--- src/sv/fds_pkg.sv ---
// Shared types and constants of the fall detection sequencer.
package fds_pkg;

  localparam int unsigned CFG_DATA_W = 16;
  localparam int unsigned CFG_IDX_W  = 3;
  localparam int unsigned TICK_W     = 16;
  localparam int unsigned COUNT_W    = 8;
  localparam int unsigned PHASE_W    = 3;

  typedef enum logic [CFG_IDX_W-1:0] {
    REG_IMPACT_TO     = 3'd0,
    REG_INACTIVITY_TO = 3'd1,
    REG_CONFIRM_TO    = 3'd2,
    REG_CHECK_TICKS   = 3'd3,
    REG_UPRIGHT_LIMIT = 3'd4
  } reg_idx_e;

  typedef enum logic [4:0] {
    ST_FREEFALL = 5'b00001,
    ST_IMPACT   = 5'b00010,
    ST_INACTIVE = 5'b00100,
    ST_CONFIRM  = 5'b01000,
    ST_FALL     = 5'b10000
  } phase_e;

  // Encoded phase as reported on the result word.
  localparam logic [PHASE_W-1:0] PHASE_FREEFALL = 3'd0;
  localparam logic [PHASE_W-1:0] PHASE_IMPACT   = 3'd1;
  localparam logic [PHASE_W-1:0] PHASE_INACTIVE = 3'd2;
  localparam logic [PHASE_W-1:0] PHASE_CONFIRM  = 3'd3;
  localparam logic [PHASE_W-1:0] PHASE_FALL     = 3'd4;

  typedef enum logic [1:0] {
    CMD_NONE       = 2'd0,
    CMD_FREEFALL   = 2'd1,
    CMD_IMPACT     = 2'd2,
    CMD_INACTIVITY = 2'd3
  } cmd_e;

  localparam logic [TICK_W-1:0]  RST_IMPACT_TO     = 16'd25;
  localparam logic [TICK_W-1:0]  RST_INACTIVITY_TO = 16'd250;
  localparam logic [TICK_W-1:0]  RST_CONFIRM_TO    = 16'd500;
  localparam logic [TICK_W-1:0]  RST_CHECK_TICKS   = 16'd5;
  localparam logic [COUNT_W-1:0] RST_UPRIGHT_LIMIT = 8'd10;

  typedef struct packed {
    logic [TICK_W-1:0]  impact_to;
    logic [TICK_W-1:0]  inactivity_to;
    logic [TICK_W-1:0]  confirm_to;
    logic [TICK_W-1:0]  check_ticks;
    logic [COUNT_W-1:0] upright_limit;
  } cfg_t;

  typedef struct packed {
    logic sensor_interrupt;
    logic is_upright;
    logic rearm;
  } tick_t;

  typedef struct packed {
    logic [PHASE_W-1:0] phase;
    cmd_e               setup_command;
    logic               red_pulse;
    logic               green_pulse;
    logic               clear_interrupt;
    logic               fall_flag;
  } result_t;

endpackage

--- src/sv/fds_cfg_regs.sv ---
// Configuration register file of the fall detection sequencer.
module fds_cfg_regs (
  input  logic                             clk_i,
  input  logic                             rst_ni,
  input  logic                             cfg_we_i,
  input  logic [fds_pkg::CFG_IDX_W-1:0]    cfg_idx_i,
  input  logic [fds_pkg::CFG_DATA_W-1:0]   cfg_wdata_i,
  output fds_pkg::cfg_t                    cfg_o
);

  fds_pkg::cfg_t cfg_q, cfg_d;

  always_comb begin
    cfg_d = cfg_q;
    if (cfg_we_i) begin
      unique case (fds_pkg::reg_idx_e'(cfg_idx_i))
        fds_pkg::REG_IMPACT_TO:     cfg_d.impact_to     = cfg_wdata_i;
        fds_pkg::REG_INACTIVITY_TO: cfg_d.inactivity_to = cfg_wdata_i;
        fds_pkg::REG_CONFIRM_TO:    cfg_d.confirm_to    = cfg_wdata_i;
        fds_pkg::REG_CHECK_TICKS:   cfg_d.check_ticks   = cfg_wdata_i;
        fds_pkg::REG_UPRIGHT_LIMIT: cfg_d.upright_limit = cfg_wdata_i[fds_pkg::COUNT_W-1:0];
        default: ;
      endcase
    end
  end

  always_ff @(posedge clk_i or negedge rst_ni) begin
    if (!rst_ni) begin
      cfg_q.impact_to     <= fds_pkg::RST_IMPACT_TO;
      cfg_q.inactivity_to <= fds_pkg::RST_INACTIVITY_TO;
      cfg_q.confirm_to    <= fds_pkg::RST_CONFIRM_TO;
      cfg_q.check_ticks   <= fds_pkg::RST_CHECK_TICKS;
      cfg_q.upright_limit <= fds_pkg::RST_UPRIGHT_LIMIT;
    end else begin
      cfg_q <= cfg_d;
    end
  end

  assign cfg_o = cfg_q;

endmodule

--- src/sv/fds_core.sv ---
// Phase state machine, tick timers and upright counter; result word is combinational.
module fds_core #(
  parameter int unsigned TIMER_BITS = 16
) (
  input  logic              clk_i,
  input  logic              rst_ni,
  input  logic              advance_i,
  input  fds_pkg::tick_t    tick_i,
  input  fds_pkg::cfg_t     cfg_i,
  output fds_pkg::result_t  result_o
);

  // Compare width covers both the timers and the 16-bit limits.
  localparam int unsigned CmpW = (TIMER_BITS > fds_pkg::TICK_W) ? TIMER_BITS : fds_pkg::TICK_W;

  fds_pkg::phase_e                 phase_q, phase_d;
  logic [TIMER_BITS-1:0]           event_timer_q, event_timer_d;
  logic [TIMER_BITS-1:0]           check_timer_q, check_timer_d;
  logic [fds_pkg::COUNT_W-1:0]     upright_count_q, upright_count_d;

  logic [TIMER_BITS-1:0]           event_inc, check_inc;
  logic [CmpW-1:0]                 event_ext, check_ext;
  logic                            impact_to_hit, inact_to_hit, confirm_to_hit, check_hit;
  fds_pkg::cmd_e                   cmd;
  logic                            red, green, clr;

  // Saturating increments, applied every tick before the phase logic.
  assign event_inc = (event_timer_q == '1) ? event_timer_q : event_timer_q + 1'b1;
  assign check_inc = (check_timer_q == '1) ? check_timer_q : check_timer_q + 1'b1;
  assign event_ext = CmpW'(event_inc);
  assign check_ext = CmpW'(check_inc);

  assign impact_to_hit  = event_ext >= CmpW'(cfg_i.impact_to);
  assign inact_to_hit   = event_ext >= CmpW'(cfg_i.inactivity_to);
  assign confirm_to_hit = event_ext >= CmpW'(cfg_i.confirm_to);
  assign check_hit      = check_ext >= CmpW'(cfg_i.check_ticks);

  always_comb begin
    phase_d         = phase_q;
    event_timer_d   = event_inc;
    check_timer_d   = check_inc;
    upright_count_d = upright_count_q;
    cmd             = fds_pkg::CMD_NONE;
    red             = 1'b0;
    green           = 1'b0;
    clr             = 1'b0;
    unique case (phase_q)
      fds_pkg::ST_FREEFALL: begin
        if (tick_i.sensor_interrupt) begin
          cmd           = fds_pkg::CMD_IMPACT;
          event_timer_d = '0;
          phase_d       = fds_pkg::ST_IMPACT;
        end
      end
      fds_pkg::ST_IMPACT: begin
        if (tick_i.sensor_interrupt) begin
          cmd     = fds_pkg::CMD_INACTIVITY;
          phase_d = fds_pkg::ST_INACTIVE;
        end else if (impact_to_hit) begin
          cmd     = fds_pkg::CMD_FREEFALL;
          phase_d = fds_pkg::ST_FREEFALL;
        end
      end
      fds_pkg::ST_INACTIVE: begin
        if (tick_i.sensor_interrupt) begin
          if (!tick_i.is_upright) begin
            red             = 1'b1;
            clr             = 1'b1;
            check_timer_d   = '0;
            upright_count_d = '0;
            phase_d         = fds_pkg::ST_CONFIRM;
          end else begin
            cmd     = fds_pkg::CMD_FREEFALL;
            phase_d = fds_pkg::ST_FREEFALL;
          end
        end else if (inact_to_hit) begin
          cmd     = fds_pkg::CMD_FREEFALL;
          phase_d = fds_pkg::ST_FREEFALL;
        end
      end
      fds_pkg::ST_CONFIRM: begin
        // timeout wins over the orientation check on the same tick
        if (confirm_to_hit) begin
          phase_d = fds_pkg::ST_FALL;
        end else if (check_hit) begin
          check_timer_d = '0;
          if (tick_i.is_upright) begin
            if (upright_count_q != '1) begin
              upright_count_d = upright_count_q + 1'b1;
            end
            // cancel test uses the count before increment
            if (upright_count_q >= cfg_i.upright_limit) begin
              green   = 1'b1;
              cmd     = fds_pkg::CMD_FREEFALL;
              phase_d = fds_pkg::ST_FREEFALL;
            end
          end else begin
            upright_count_d = '0;
          end
        end
      end
      fds_pkg::ST_FALL: begin
        if (tick_i.rearm) begin
          cmd     = fds_pkg::CMD_FREEFALL;
          phase_d = fds_pkg::ST_FREEFALL;
        end
      end
      default: begin
        cmd     = fds_pkg::CMD_FREEFALL;
        phase_d = fds_pkg::ST_FREEFALL;
      end
    endcase
  end

  always_comb begin
    result_o.setup_command   = cmd;
    result_o.red_pulse       = red;
    result_o.green_pulse     = green;
    result_o.clear_interrupt = clr;
    result_o.fall_flag       = (phase_d == fds_pkg::ST_FALL);
    unique case (phase_d)
      fds_pkg::ST_FREEFALL: result_o.phase = fds_pkg::PHASE_FREEFALL;
      fds_pkg::ST_IMPACT:   result_o.phase = fds_pkg::PHASE_IMPACT;
      fds_pkg::ST_INACTIVE: result_o.phase = fds_pkg::PHASE_INACTIVE;
      fds_pkg::ST_CONFIRM:  result_o.phase = fds_pkg::PHASE_CONFIRM;
      fds_pkg::ST_FALL:     result_o.phase = fds_pkg::PHASE_FALL;
      default:              result_o.phase = fds_pkg::PHASE_FREEFALL;
    endcase
  end

  always_ff @(posedge clk_i or negedge rst_ni) begin
    if (!rst_ni) begin
      phase_q         <= fds_pkg::ST_FREEFALL;
      event_timer_q   <= '0;
      check_timer_q   <= '0;
      upright_count_q <= '0;
    end else if (advance_i) begin
      phase_q         <= phase_d;
      event_timer_q   <= event_timer_d;
      check_timer_q   <= check_timer_d;
      upright_count_q <= upright_count_d;
    end
  end

endmodule

--- src/sv/fall_detect_sequencer.sv ---
// Top level of the fall detection sequencer: input register, core and result register.
//
// One word per tick goes in and one result word comes out for each. A new word is taken
// every clock cycle while in_stall_o is low; a result is valid once its word has passed the
// input register and been loaded into the result register, where it sits until taken. The
// phase state and timers update on the same edge at which a word moves from the input
// register to the result register, so the rate is one word per cycle as long as the output
// side is not stalling. Configuration writes take effect on the next edge and should be
// made while no word is in flight.
module fall_detect_sequencer #(
  parameter int unsigned TIMER_BITS = 16
) (
  input  logic                             clk_i,
  input  logic                             rst_ni,
  // configuration
  input  logic                             cfg_we_i,
  input  logic [fds_pkg::CFG_IDX_W-1:0]    cfg_idx_i,
  input  logic [fds_pkg::CFG_DATA_W-1:0]   cfg_wdata_i,
  // input channel
  input  logic                             in_valid_i,
  output logic                             in_stall_o,
  input  logic                             sensor_interrupt_i,
  input  logic                             is_upright_i,
  input  logic                             rearm_i,
  // output channel
  output logic                             out_valid_o,
  input  logic                             out_stall_i,
  output logic [fds_pkg::PHASE_W-1:0]      phase_o,
  output logic [1:0]                       setup_command_o,
  output logic                             red_pulse_o,
  output logic                             green_pulse_o,
  output logic                             clear_interrupt_o,
  output logic                             fall_flag_o
);

  fds_pkg::cfg_t     cfg;
  fds_pkg::tick_t    tick_q;
  fds_pkg::result_t  result, result_q;
  logic              in_vld_q, out_vld_q;
  logic              out_free, advance, in_take;

  fds_cfg_regs u_cfg (
    .clk_i       (clk_i),
    .rst_ni      (rst_ni),
    .cfg_we_i    (cfg_we_i),
    .cfg_idx_i   (cfg_idx_i),
    .cfg_wdata_i (cfg_wdata_i),
    .cfg_o       (cfg)
  );

  fds_core #(
    .TIMER_BITS (TIMER_BITS)
  ) u_core (
    .clk_i     (clk_i),
    .rst_ni    (rst_ni),
    .advance_i (advance),
    .tick_i    (tick_q),
    .cfg_i     (cfg),
    .result_o  (result)
  );

  assign out_free   = !out_vld_q || !out_stall_i;
  assign advance    = in_vld_q && out_free;
  assign in_stall_o = in_vld_q && !out_free;
  assign in_take    = in_valid_i && !in_stall_o;

  always_ff @(posedge clk_i or negedge rst_ni) begin
    if (!rst_ni) begin
      in_vld_q  <= 1'b0;
      out_vld_q <= 1'b0;
    end else begin
      if (in_take) begin
        in_vld_q <= 1'b1;
      end else if (advance) begin
        in_vld_q <= 1'b0;
      end
      if (out_free) begin
        out_vld_q <= advance;
      end
    end
  end

  always_ff @(posedge clk_i) begin
    if (in_take) begin
      tick_q.sensor_interrupt <= sensor_interrupt_i;
      tick_q.is_upright       <= is_upright_i;
      tick_q.rearm            <= rearm_i;
    end
    if (advance) begin
      result_q <= result;
    end
  end

  assign out_valid_o       = out_vld_q;
  assign phase_o           = result_q.phase;
  assign setup_command_o   = result_q.setup_command;
  assign red_pulse_o       = result_q.red_pulse;
  assign green_pulse_o     = result_q.green_pulse;
  assign clear_interrupt_o = result_q.clear_interrupt;
  assign fall_flag_o       = result_q.fall_flag;

endmodule

--- config.mk ---
export PLATFORM = sky130hd
export DESIGN_NAME = fall_detect_sequencer
export DESIGN_NICKNAME = d
export VERILOG_FILES = /design/src/sv/fds_pkg.sv /design/src/sv/fds_cfg_regs.sv /design/src/sv/fds_core.sv /design/src/sv/fall_detect_sequencer.sv
export SDC_FILE = /design/constraint.sdc
export NUM_CORES = 1
export LEC_CHECK = 0
export ABC_CLOCK_PERIOD_IN_PS = 4600
export BUFFER_PORTS_ARGS = -buffer_cell sky130_fd_sc_hd__buf_2
export CORE_AREA = 3 3 119 121
export DETAILED_ROUTE_END_ITERATION = 12
export DIE_AREA = 0 0 122 124
export HOLD_SLACK_MARGIN = 0.08
export PLACE_DENSITY = 0.77
export SETUP_SLACK_MARGIN = 0.05
export SLEW_MARGIN = 30
export SYNTH_ARGS = -nofsm -noshare
export SYNTH_HDL_FRONTEND = slang
export SYNTH_SLANG_ARGS = --single-unit
--- constraint.sdc ---
create_clock -name clk_i -period 4.6 [get_ports clk_i]
set_input_delay 0.69 -clock clk_i [delete_from_list [all_inputs] [get_ports clk_i]]
set_output_delay 0.69 -clock clk_i [all_outputs]
set_load 0.02 [all_outputs]
# Word level (Yosys, flattened, before mapping)
# Cells that the tools add are included.
[op_classes]
n_addsub = 3
magnitude_cmp = 5
n_eq_ne = 21
n_mux = 45
n_bitwise = 3
n_reduce_logical = 19
[ops]
columns = ["operator", "n"]
rows = [
  ["$mux W16", 8],
  ["$ge A16 B16 Y1", 4],
  ["$mux W5", 10],
  ["$mux W8", 6],
  ["$add A16 B1 Y16 const B", 2],
  ["$eq A16 B16 Y1 const B", 2],
  ["$pmux W16 S2", 1],
  ["$pmux W5 S5", 1],
  ["$pmux W8 S2", 1],
  ["$mux W2", 6],
  ["$pmux W3 S4", 1],
  ["$reduce_and A2 Y1", 6],
  ["$eq A5 B2 Y1 const B", 2],
  ["$eq A5 B3 Y1 const B", 2],
  ["$eq A5 B4 Y1 const B", 2],
  ["$eq A5 B5 Y1 const B", 2],
  ["$pmux W2 S5", 1],
  ["$mux W1", 9],
  ["$add A8 B1 Y8 const B", 1],
  ["$ge A8 B8 Y1", 1],
  ["$ne A8 B8 Y1 const B", 1],
  ["$reduce_and A7 Y1", 1],
  ["$eq A3 B2 Y1 const B", 2],
  ["$ne A2 B2 Y1 const B", 3],
  ["13 further kinds", 21],
]
[totals]
register_bits = 130
input_bits = 27
wordCells = 115

# Depth between registers and ports, before layout
# Gate-level depths: netlist of the first run.
[depth]
depth_word = 8
mapped_depth = 18

# By module
# Synthesis of the first run repeated with hierarchy kept, for this count alone.
[unflattened]
cells_unflattened = 779
area_unflattened_um2 = 8136.6
[by_module_without_submodules]
columns = ["module", "n_inst", "cells_per_inst", "area_each_um2", "seq_area_each_um2"]
rows = [
  ["fds_core", 1, 603, 4897.2, 1127.3],
  ["fds_cfg_regs", 1, 156, 2786.4, 1825.5],
  ["fall_detect_sequencer", 1, 20, 452.9, 410.4],
]

# Worst setup path after synthesis of the first run
# OpenSTA, ideal clock, no wires.
[synth_path]
path_kind = "register to register"
startpoint = "reg u_core.event_timer_q[2]"
endpoint = "reg u_core.upright_count_q[2] in the netlist's numbering"
setup_time_ns = 0.131
arrival_time_ns = 3.767
path_slack_ns = 0.703
stages_incl_launch_ff = 19
n_path_buf = 4
synth_period_minus_slack_ns = 3.897
path_cell_list = "dfrtp_1 buf_2 and4_1 and4_1 and3_1 buf_2 a21oi_1 and3_1 xor2_1 ha_1 a21oi_1 nor3_1 or3_1 a2111oi_4 a21oi_1 buf_6 buf_6 o31ai_2 o31ai_1"
[synth_via]
elab_chain_cells = 5
elab_cells_between_ends = 6
classes_between = "add/sub (1); order compare (1); eq/ne (2); mux (1); reduce/logical (1)"
[synth_rtl]
columns = ["element", "line", "source"]
rows = [
  ["start, declared", "fds_core.sv:17", "logic [TIMER_BITS-1:0] event_timer_q, event_timer_d;"],
  ["start signal, assigned", "fds_core.sv:139", "event_timer_q <= event_timer_d;"],
  ["$add A16 B1 Y16 or $eq A16 B16 Y1 (tied branches)", "fds_core.sv:28", "assign event_inc = (event_timer_q == '1) ? event_timer_q : event_timer_q + 1'b1;"],
  ["$mux W16 *", "fds_core.sv:28", ""],
  ["$ge A16 B16 Y1 *", "fds_core.sv:35", "assign confirm_to_hit = event_ext >= CmpW'(cfg_i.confirm_to);"],
  ["$ne A2 B2 Y1 (no source line) *", "--", ""],
  ["$reduce_and A7 Y1 (no source line) *", "--", ""],
  ["end signal, assigned", "fds_core.sv:141", "upright_count_q <= upright_count_d;"],
  ["end, declared", "fds_core.sv:19", "logic [fds_pkg::COUNT_W-1:0] upright_count_q, upright_count_d;"],
]
# Mark *: on every way between the ends. The rest lies on a longest branch, timed or not.
# A chain may end at the register's enable or synchronous reset.

# Worst setup path after layout of the first run
[layout_path]
startpoint = "reg u_core.event_timer_q[3]"
endpoint = "reg u_core.upright_count_q[5] in the netlist's numbering"
# Same word-level chain as after synthesis.

==> summary.md, run 1 <==
| Metric | Value |
|---|---|
| Status | `completed` |
| Root buffer cell | `clkbuf_16` |
| Cell taking the most area after synthesis | `dfrtp_1` |
| Post-synth top flop | `dfrtp_1` |
| Num rows | `42` |
| 1st-iter DRT viols | `550` |
| Layout Utilization | `between 60% and 70%` |
| Area Overhead vs Synth | `13.4%` |
| Max-slew headroom | `37.4%` |
| Fin area | `slightly below 0.009 mm2` |
| Commonest cells in the netlist | `100 x nand2_1, 99 x dfrtp_1, 83 x inv_1, 75 x ha_1, 59 x o21ai_0` |
| Fin cells | `1076` |
| Buffers added on ports | `37` |
| GRT Overall Usage | `a little over a quarter` |
| Syn_nets | `~950` |
| DR vias/cell | `around 5.9` |
| Pins over their slew limit | `0` |
| Avg Inst Size Synth | `between 9 and 10 um2` |
| CTS tree | `yes` |
| Max FO, Critical Path | `7` |
| R2R Path Start | `u_core.event_timer_q[3]` |
| Reg2reg end | `u_core.upright_count_q[5]` |
| Clock skew | `0.00928 ns` |
| CP max stage delay | `approximately 0.44 ns` |
| DRC Markers | `0` |
| Register-to-register path setup slack | `approximately 0.35 ns` |
| Share of cells above drive strength 1 | `roughly 16%` |
| Die X | `~120 um` |
| RSZ-0062 raised after global routing | `false` |
| Final Hold Viols | `0` |
| Routed via count | `between 6000 and 7000` |
| WS Path Type | `flop to flop` |
| CP dominant cell by count | `and4_1` |
| Routed Antenna Nets | `0` |
| Die ar. | `around 0.015 mm2` |
| Arr. time, crit path | `4.57 ns` |
| Total Nets Final | `989` |
| CTS Hold Bufs | `0` |
| H-tree lvl count | `4` |
| Cell area after synthesis | `0.00785 mm2` |
| Max_cap viols | `0` |
| Largest net degree at the start of global routing | `around 50` |
| DRT Wirelength | `~19 mm` |
| Top Family by Delay on Critical Path | `simple AND/OR/NAND/NOR gates` |
| Nature of the critical path startpoint | `flop` |
| Leading cell type by number of instances after synthesis | `nand2_1` |
| Buf+Inv Stages, Crit Path | `1` |
| Pwr dens | `slightly below 500 mW/mm2` |
| Number of synthesized flops with an enable pin | `11` |
| Asr flop ratio synth | `between 90% and 100%` |
| Area contributors post-synth | `dfrtp_1 32%, ha_1 12%, dfstp_2 6.7%, nand2_1 4.8%, edfxtp_1 4.2%` |
| Clk buf depth | `2` |
| Overall power | `~4.3 mW` |
| Clk_lat worst skew | `0.42 ns` |
| Placement Cell Area | `between 0.008 and 0.009 mm2` |
| Global route total overflow | `0` |
| Post-DR wirelength/cell | `about 17 um` |
| Antenna cells | `0` |
| Initial Util | `59.5%` |
| WHS | `0.173 ns` |
| Synth Instances | `845` |
| CP Capture Point | `u_core.upright_count_q[5]` |
| Cells after DPL | `about 1000` |
| Yosys cell types | `just over 60` |
| Fillers | `approximately 1000` |
| Worst min path class | `input port to asynchronous set/reset pin` |
| Tmin final | `roughly 4.3 ns` |
| Drt pass-1 iters | `5` |
| Boundary pin count | `38` |
| Slowest CP cell | `dfrtp_1` |
| Initial antenna violation count | `0` |
| CP cell instances | `and4_1 -> and4_1 -> and3_1 -> a21oi_2 -> and4_1 -> xor2_1 -> ha_1 -> a211oi_1 -> o211ai_1 -> a2111oi_4 -> buf_4 -> and2_1 -> nand3_1 -> o31ai_1` |
| DP HPWL | `approximately 14 mm` |
| CTS buffer count | `17` |
| Vias in the first global route | `about 6400` |
| WP depth | `14` |
| Ys Warns | `0` |
| Die H | `~120 um` |
| Final setup violation count | `0` |
| Critical Path RT | `4.92 ns` |
| Worst slew pin tran | `around 0.94 ns` |
| First-pass GRT wire length | `31.3 mm` |
| Sequential share of the synthesized area | `between 40% and 50%` |
| Crit path from | `u_core.event_timer_q[3]` |
| Worst R2R Path Depth | `14` |
| Top-area cell type share of the netlist area | `31.6%` |
| Worst slack, placed | `0.263 ns` |
| P_leak | `around 4 nW` |
| GPL Wtd Cong | `between 0.9 and 1` |
| Peak Freq | `between 200 and 250 MHz` |
| Placeable Area | `~0.013 mm2` |
| CTS clk-pin slew, worst paths | `~0.060 ns` |
| VDD IR-drop max | `between 0.3 and 0.4 mV` |
| Final period util | `around 92%` |
| Worst Setup End Kind | `flop` |
| Total negative setup slack | `0 ns` |
| CTS sink count | `between 100 and 150` |
| Yosys reg bits | `130` |
| Setup ws final | `0.349 ns` |
[repair_timing]
action,CTS,global route
gates resized for setup,0,3
endpoints found under the setup margin,0,14
buffers inserted,0,4
[layout make-up]
type | instances | area (um2) | share of cell area, %
Inverter | 85 | 319 | 3.58
Clock inverter | 13 | 183 | 2.05
Sequential cell | 130 | 3330 | 37.4
Timing Repair Buffer | 56 | 330 | 3.71
Tap cell | 176 | 220 | 2.47
Multi-Input combinational cell | 597 | 4060 | 45.7
Clock buffer | 19 | 453 | 5.09
[cell families (layout without fill, tap and decap cells)]
group	Yosys count	in the layout	share of synthesized area [%]
and+or+nand+nor	266	266	16.8
AOI/OAI and AO/OA	206	206	16.3
DFF	130	130	42.5
buffers and inverters	118	173	6.09
adders and majority gates	75	75	12.0
muxes	27	27	3.87
xor gates and xnor gates	23	23	2.57
[worst min path at each step]
stage                                from               to  slack [ns]
after floorplan                    rst_ni         in_vld_q        0.39
after global placement           in_vld_q      out_valid_o        0.47
after detailed placement  u_cfg.cfg_o[29]  u_cfg.cfg_o[29]        0.49
after CTS                          rst_ni  u_cfg.cfg_o[63]        0.17
after global routing               rst_ni  u_cfg.cfg_o[63]        0.19
final                              rst_ni  u_cfg.cfg_o[50]        0.17
[report_power, final]
| group | switching, mW | internal (mW) | leakage, nW |
|---|---|---|---|
| sequential | 0.175 | 1.41 | 1.55 |
| clock | 0.520 | 0.934 | 0.301 |
| combinational | 0.745 | 0.532 | 2.25 |
[flip-flops by register name, indices dropped and copies added (netlist names)]
| register | flops |
|---|---|
| u_core.upright_count_q | 8 |
| tick_q | 3 |
| setup_command_o | 2 |
| in_vld_q | 1 |
| u_core.check_timer_q | 16 |
| phase_o | 3 |
| green_pulse_o | 1 |
| fall_flag_o | 1 |
| u_cfg.cfg_o | 72 |
| u_core.event_timer_q | 16 |
| out_valid_o | 1 |
| u_core.phase_q | 5 |
| clear_interrupt_o | 1 |
[routing by layer]
layer / track usage, % / wire length [um] / vias to the layer above
met5: 0 / 0 / -
met4: 8.47 / 330 / 0
met3: 4.72 / 817 / 31
met2: 45.2 / 9210 / 181
met1: 34.5 / 8470 / 3075
li1: - / - / 3063
[layout by cell type, fill, tap and decap left out, drive strengths merged, types with 15 or more instances in the layout]
cell and n:
nand2 100, dfrtp 99, o21ai 88, inv 85, ha 75, buf 56
a21oi 45, nand3 37, nor2 34, mux2 27, dfstp 20, clkbuf 19
nand4 15, xnor2 15
Power figures use the tool's default switching activity.
==> inputs of run 2 (changes only) <==
--- a/config.mk
+++ b/config.mk
@@ -5,11 +5,12 @@
 export SDC_FILE = /design/constraint.sdc
 export NUM_CORES = 1
 export LEC_CHECK = 0
+export ABC_AREA = 1
 export ABC_CLOCK_PERIOD_IN_PS = 4600
 export BUFFER_PORTS_ARGS = -buffer_cell sky130_fd_sc_hd__buf_2
-export CORE_AREA = 3 3 119 121
+export CORE_AREA = 3 3 120 122
 export DETAILED_ROUTE_END_ITERATION = 12
-export DIE_AREA = 0 0 122 124
+export DIE_AREA = 0 0 123 125
 export HOLD_SLACK_MARGIN = 0.08
 export PLACE_DENSITY = 0.77
 export SETUP_SLACK_MARGIN = 0.05
==> run 2 against run 1 <==
Against the previous run: clock-buffer cell count grew 8; cell area grew 0.37%; global-route usage down 2.0 points; largest cell class unchanged; sequential power barely moved; total power rose by 5.7%; synthesized cell count is 20% higher; combinational power is 34% higher; highest routed layer unchanged.
==> summary.md, run 2 <==
| Metric | Value |
|---|---|
| Status | `completed` |
| Max-slew headroom | `42.9% (+5.5 points)` |
| Peak Freq | `281 MHz (+20%)` |
| Routed Antenna Nets | `0 (unchanged)` |
| Share of cells above drive strength 1 | `12.9% (-3.6 points)` |
| Root buffer cell | `clkbuf_16` |
| Antenna cells | `0 (unchanged)` |
| VDD IR-drop max | `0.391 mV (+8.2%)` |
| DRT Wirelength | `17.9 mm (-4.6%)` |
| CTS clk-pin slew, worst paths | `0.05 ns (about the same)` |
| Max FFs per register | `72 (unchanged)` |
| Worst Setup End Kind | `flop` |
| Leading cell type by number of instances after synthesis | `nand2_1` |
| CTS Hold Bufs | `0 (unchanged)` |
| Cell taking the most area after synthesis | `dfrtp_1` |
| Clk_lat worst skew | `0.41 ns (about the same)` |
| Placeable Area | `0.0133 mm2 (+0.80%)` |
| Yosys cell types | `45 (-26%)` |
| Final Hold Viols | `0 (unchanged)` |
| WS Path Type | `flop to flop` |
| Initial Util | `60.6% (+1.1 points)` |
| GPL Wtd Cong | `0.935 (+2.0%)` |
| Buffers added on ports | `37 (unchanged)` |
| Critical Path RT | `4.89 ns (-0.03 ns)` |
| Pwr dens | `511 mW/mm2 (+5.4%)` |
| Synth Instances | `1014 (+20%)` |
| First-pass GRT wire length | `30.2 mm (-3.4%)` |
| CTS sink count | `130 (unchanged)` |
| Largest net degree at the start of global routing | `65 (+27%)` |
| Final setup violation count | `0 (unchanged)` |
| Number of synthesized flops with an enable pin | `11 (unchanged)` |
| Setup Fix Bufs, Post-CTS | `0 (unchanged)` |
| Vias in the first global route | `6292 (-1.2%)` |
| Nature of the critical path startpoint | `flop` |
| 1st-iter DRT viols | `398 (-28%)` |
| Syn_nets | `1116 (+18%)` |
| Sequential share of the synthesized area | `41.4% (-1.1 points)` |
| Global route total overflow | `0 (unchanged)` |
| Die H | `125 um (+0.81%)` |
| Routed via count | `6587 (+3.7%)` |
| Avg Inst Size Synth | `7.94 um2 (-15%)` |
| DRC Markers | `0 (unchanged)` |
| Die X | `123 um (+0.82%)` |
| Cell area after synthesis | `0.00805 mm2 (+2.6%)` |
| Arr. time, crit path | `3.85 ns (-0.72 ns)` |
| Ys Warns | `0 (unchanged)` |
| CTS tree | `yes` |
| DR vias/cell | `5.31 (-10%)` |
| CTS buffer count | `17 (unchanged)` |
| Worst min path class | `input port to asynchronous set/reset pin` |
| Tmin final | `3.56 ns (-0.695 ns)` |
| Post-synth top flop | `dfrtp_1` |
| Boundary pin count | `38 (unchanged)` |
| Top-area cell type share of the netlist area | `30.8% (-0.79 points)` |
| Yosys reg bits | `130 (unchanged)` |
| Most frequent cells in the layout | `259 x nand2_1, 176 x inv_1, 102 x o21ai_0, 99 x dfrtp_1, 75 x ha_1` |
| Max FO, Critical Path | `16 (+9)` |
| Clock skew | `0.00750 ns (-0.00178 ns)` |
| Asr flop ratio synth | `91.5% (unchanged)` |
| Fillers | `1116 (+7.7%)` |
| Drt pass-1 iters | `7 (+2)` |
| Max_cap viols | `0 (unchanged)` |
| Layout Utilization | `67.2% (-0.29 points)` |
| Commonest cells in the netlist | `261 x nand2_1, 176 x inv_1, 102 x o21ai_0, 99 x dfrtp_1, 75 x ha_1` |
| DP HPWL | `13.0 mm (-5.6%)` |
| RSZ-0062 raised after global routing | `false` |
| Pins over their slew limit | `0 (unchanged)` |
| Clk buf depth | `2 (unchanged)` |
| P_leak | `4.66 nW (+14%)` |
| Area Overhead vs Synth | `11.0%` |
| Commonest non-fill, non-tap cell in the layout | `nand2_1` |
| Total negative setup slack | `0 ns (unchanged)` |
| Post-CTS sizing | `0 (unchanged)` |
| Total Nets Final | `1153 (+17%)` |
| H-tree lvl count | `4 (unchanged)` |
| Num rows | `42 (unchanged)` |
| Die ar. | `0.0154 mm2 (+1.6%)` |
| Worst slew pin tran | `0.857 ns (-0.0801 ns)` |
| GRT Overall Usage | `24.5% (-2.0 points)` |
| Post-DR wirelength/cell | `14.5 um (-17%)` |
| Initial antenna violation count | `0 (unchanged)` |
| Area contributors post-synth | `dfrtp_1 31%, nand2_1 12%, ha_1 12%, inv_1 8.2%, dfstp_2 6.5%` |
| Final period util | `77.3% (-15 points)` |
[run 2: cell types whose count changed after synthesis, moves of 13 or more]
cell	delta
inv_1	+93
nor2_1	+15
o21ai_1	-27
mux2_2	-27
xnor2_1	-13
nand2_1	+161
o21ai_0	+43
[run 2: power by group]
group          leakage [nW]  total, mW  internal, mW  switching (mW)
Sequential             1.60       1.62          1.43           0.189
Clock                 0.267       1.24         0.757           0.482
Combinational          2.80       1.71         0.616            1.09
[run 2: layout make-up]
| cell class | count | area (um2) | area share [%] |
|---|---|---|---|
| multi-input combinational | 682 | 3950 | 44.2 |
| sequential | 130 | 3330 | 37.3 |
| inverter | 178 | 668 | 7.48 |
| clock buffer | 27 | 513 | 5.74 |
| timing repair buffer | 42 | 225 | 2.52 |
| tap | 176 | 220 | 2.46 |
| clock inverter | 5 | 27.5 | 0.308 |
[run 2: critical path, cell delays in order, from the launching register on]
cell     delay (ns)
dfrtp_1        0.40
ha_1           0.22
nand2_1        0.07
inv_1          0.08
nand3_2        0.14
nor2_4         0.18
nand4_4        0.16
nand4_1        0.13
xor2_1         0.31
ha_1           0.31
a21oi_1        0.16
o21ai_0        0.11
a21oi_1        0.19
nand3_1        0.23
nand2_4        0.15
nand3_2        0.34
nand2_1        0.19
o21ai_2        0.06
[run 2: path summary, 6_finish.rpt]
path | start | end | slack [ns] | depth (start not counted)
setup / recovery | u_core.event_timer_q[1] | u_core.upright_count_q[3] | 1.04 | 17
hold / removal | rst_ni | u_cfg.cfg_o[34] | 0.38 | 1
setup reg to reg | u_core.event_timer_q[1] | u_core.upright_count_q[3] | 1.04 | 17
hold reg to reg | u_cfg.cfg_o[11] | u_cfg.cfg_o[11] | 0.48 | 2
max in group asynchronous | rst_ni | u_cfg.cfg_o[59] | 3.29 | 2
min in group clk_i | rearm_i | tick_q[0] | 0.45 | 1
[run 2: metal layers]
metal  track usage [%]  routed length [um]  vias up
met5                 0                   0        -
li1                  -                   -     3339
met2              37.7                8300      200
met1              35.8                8470     3026
met4              6.32                 282        0
met3              4.70                 901       22
[run 2: cells by family after synthesis]
group	count (synthesis)	synth area share (%)
flip-flops	130	41.4
adder cells (fa/ha/maj)	75	11.7
AND/OR/NAND/NOR	420	23.6
XOR/XNOR	19	2.07
AO/OA/AOI/OAI	168	11.5
buffers and inverters	202	9.77
[run 2: through the flow]
stage,hold slack (ns),instances,worst slack [ns],cell area [um2],total power [mW]
detailed placement,0.473,1208,1.07,8380,3.31
floorplan,0.394,1014,1.77,8050,2.88
global route,0.440,1240,0.717,8930,4.94
CTS,0.421,1240,1.06,8920,4.57
finish,0.382,1240,1.04,8930,4.57
global placement,0.465,1208,1.13,8380,3.27
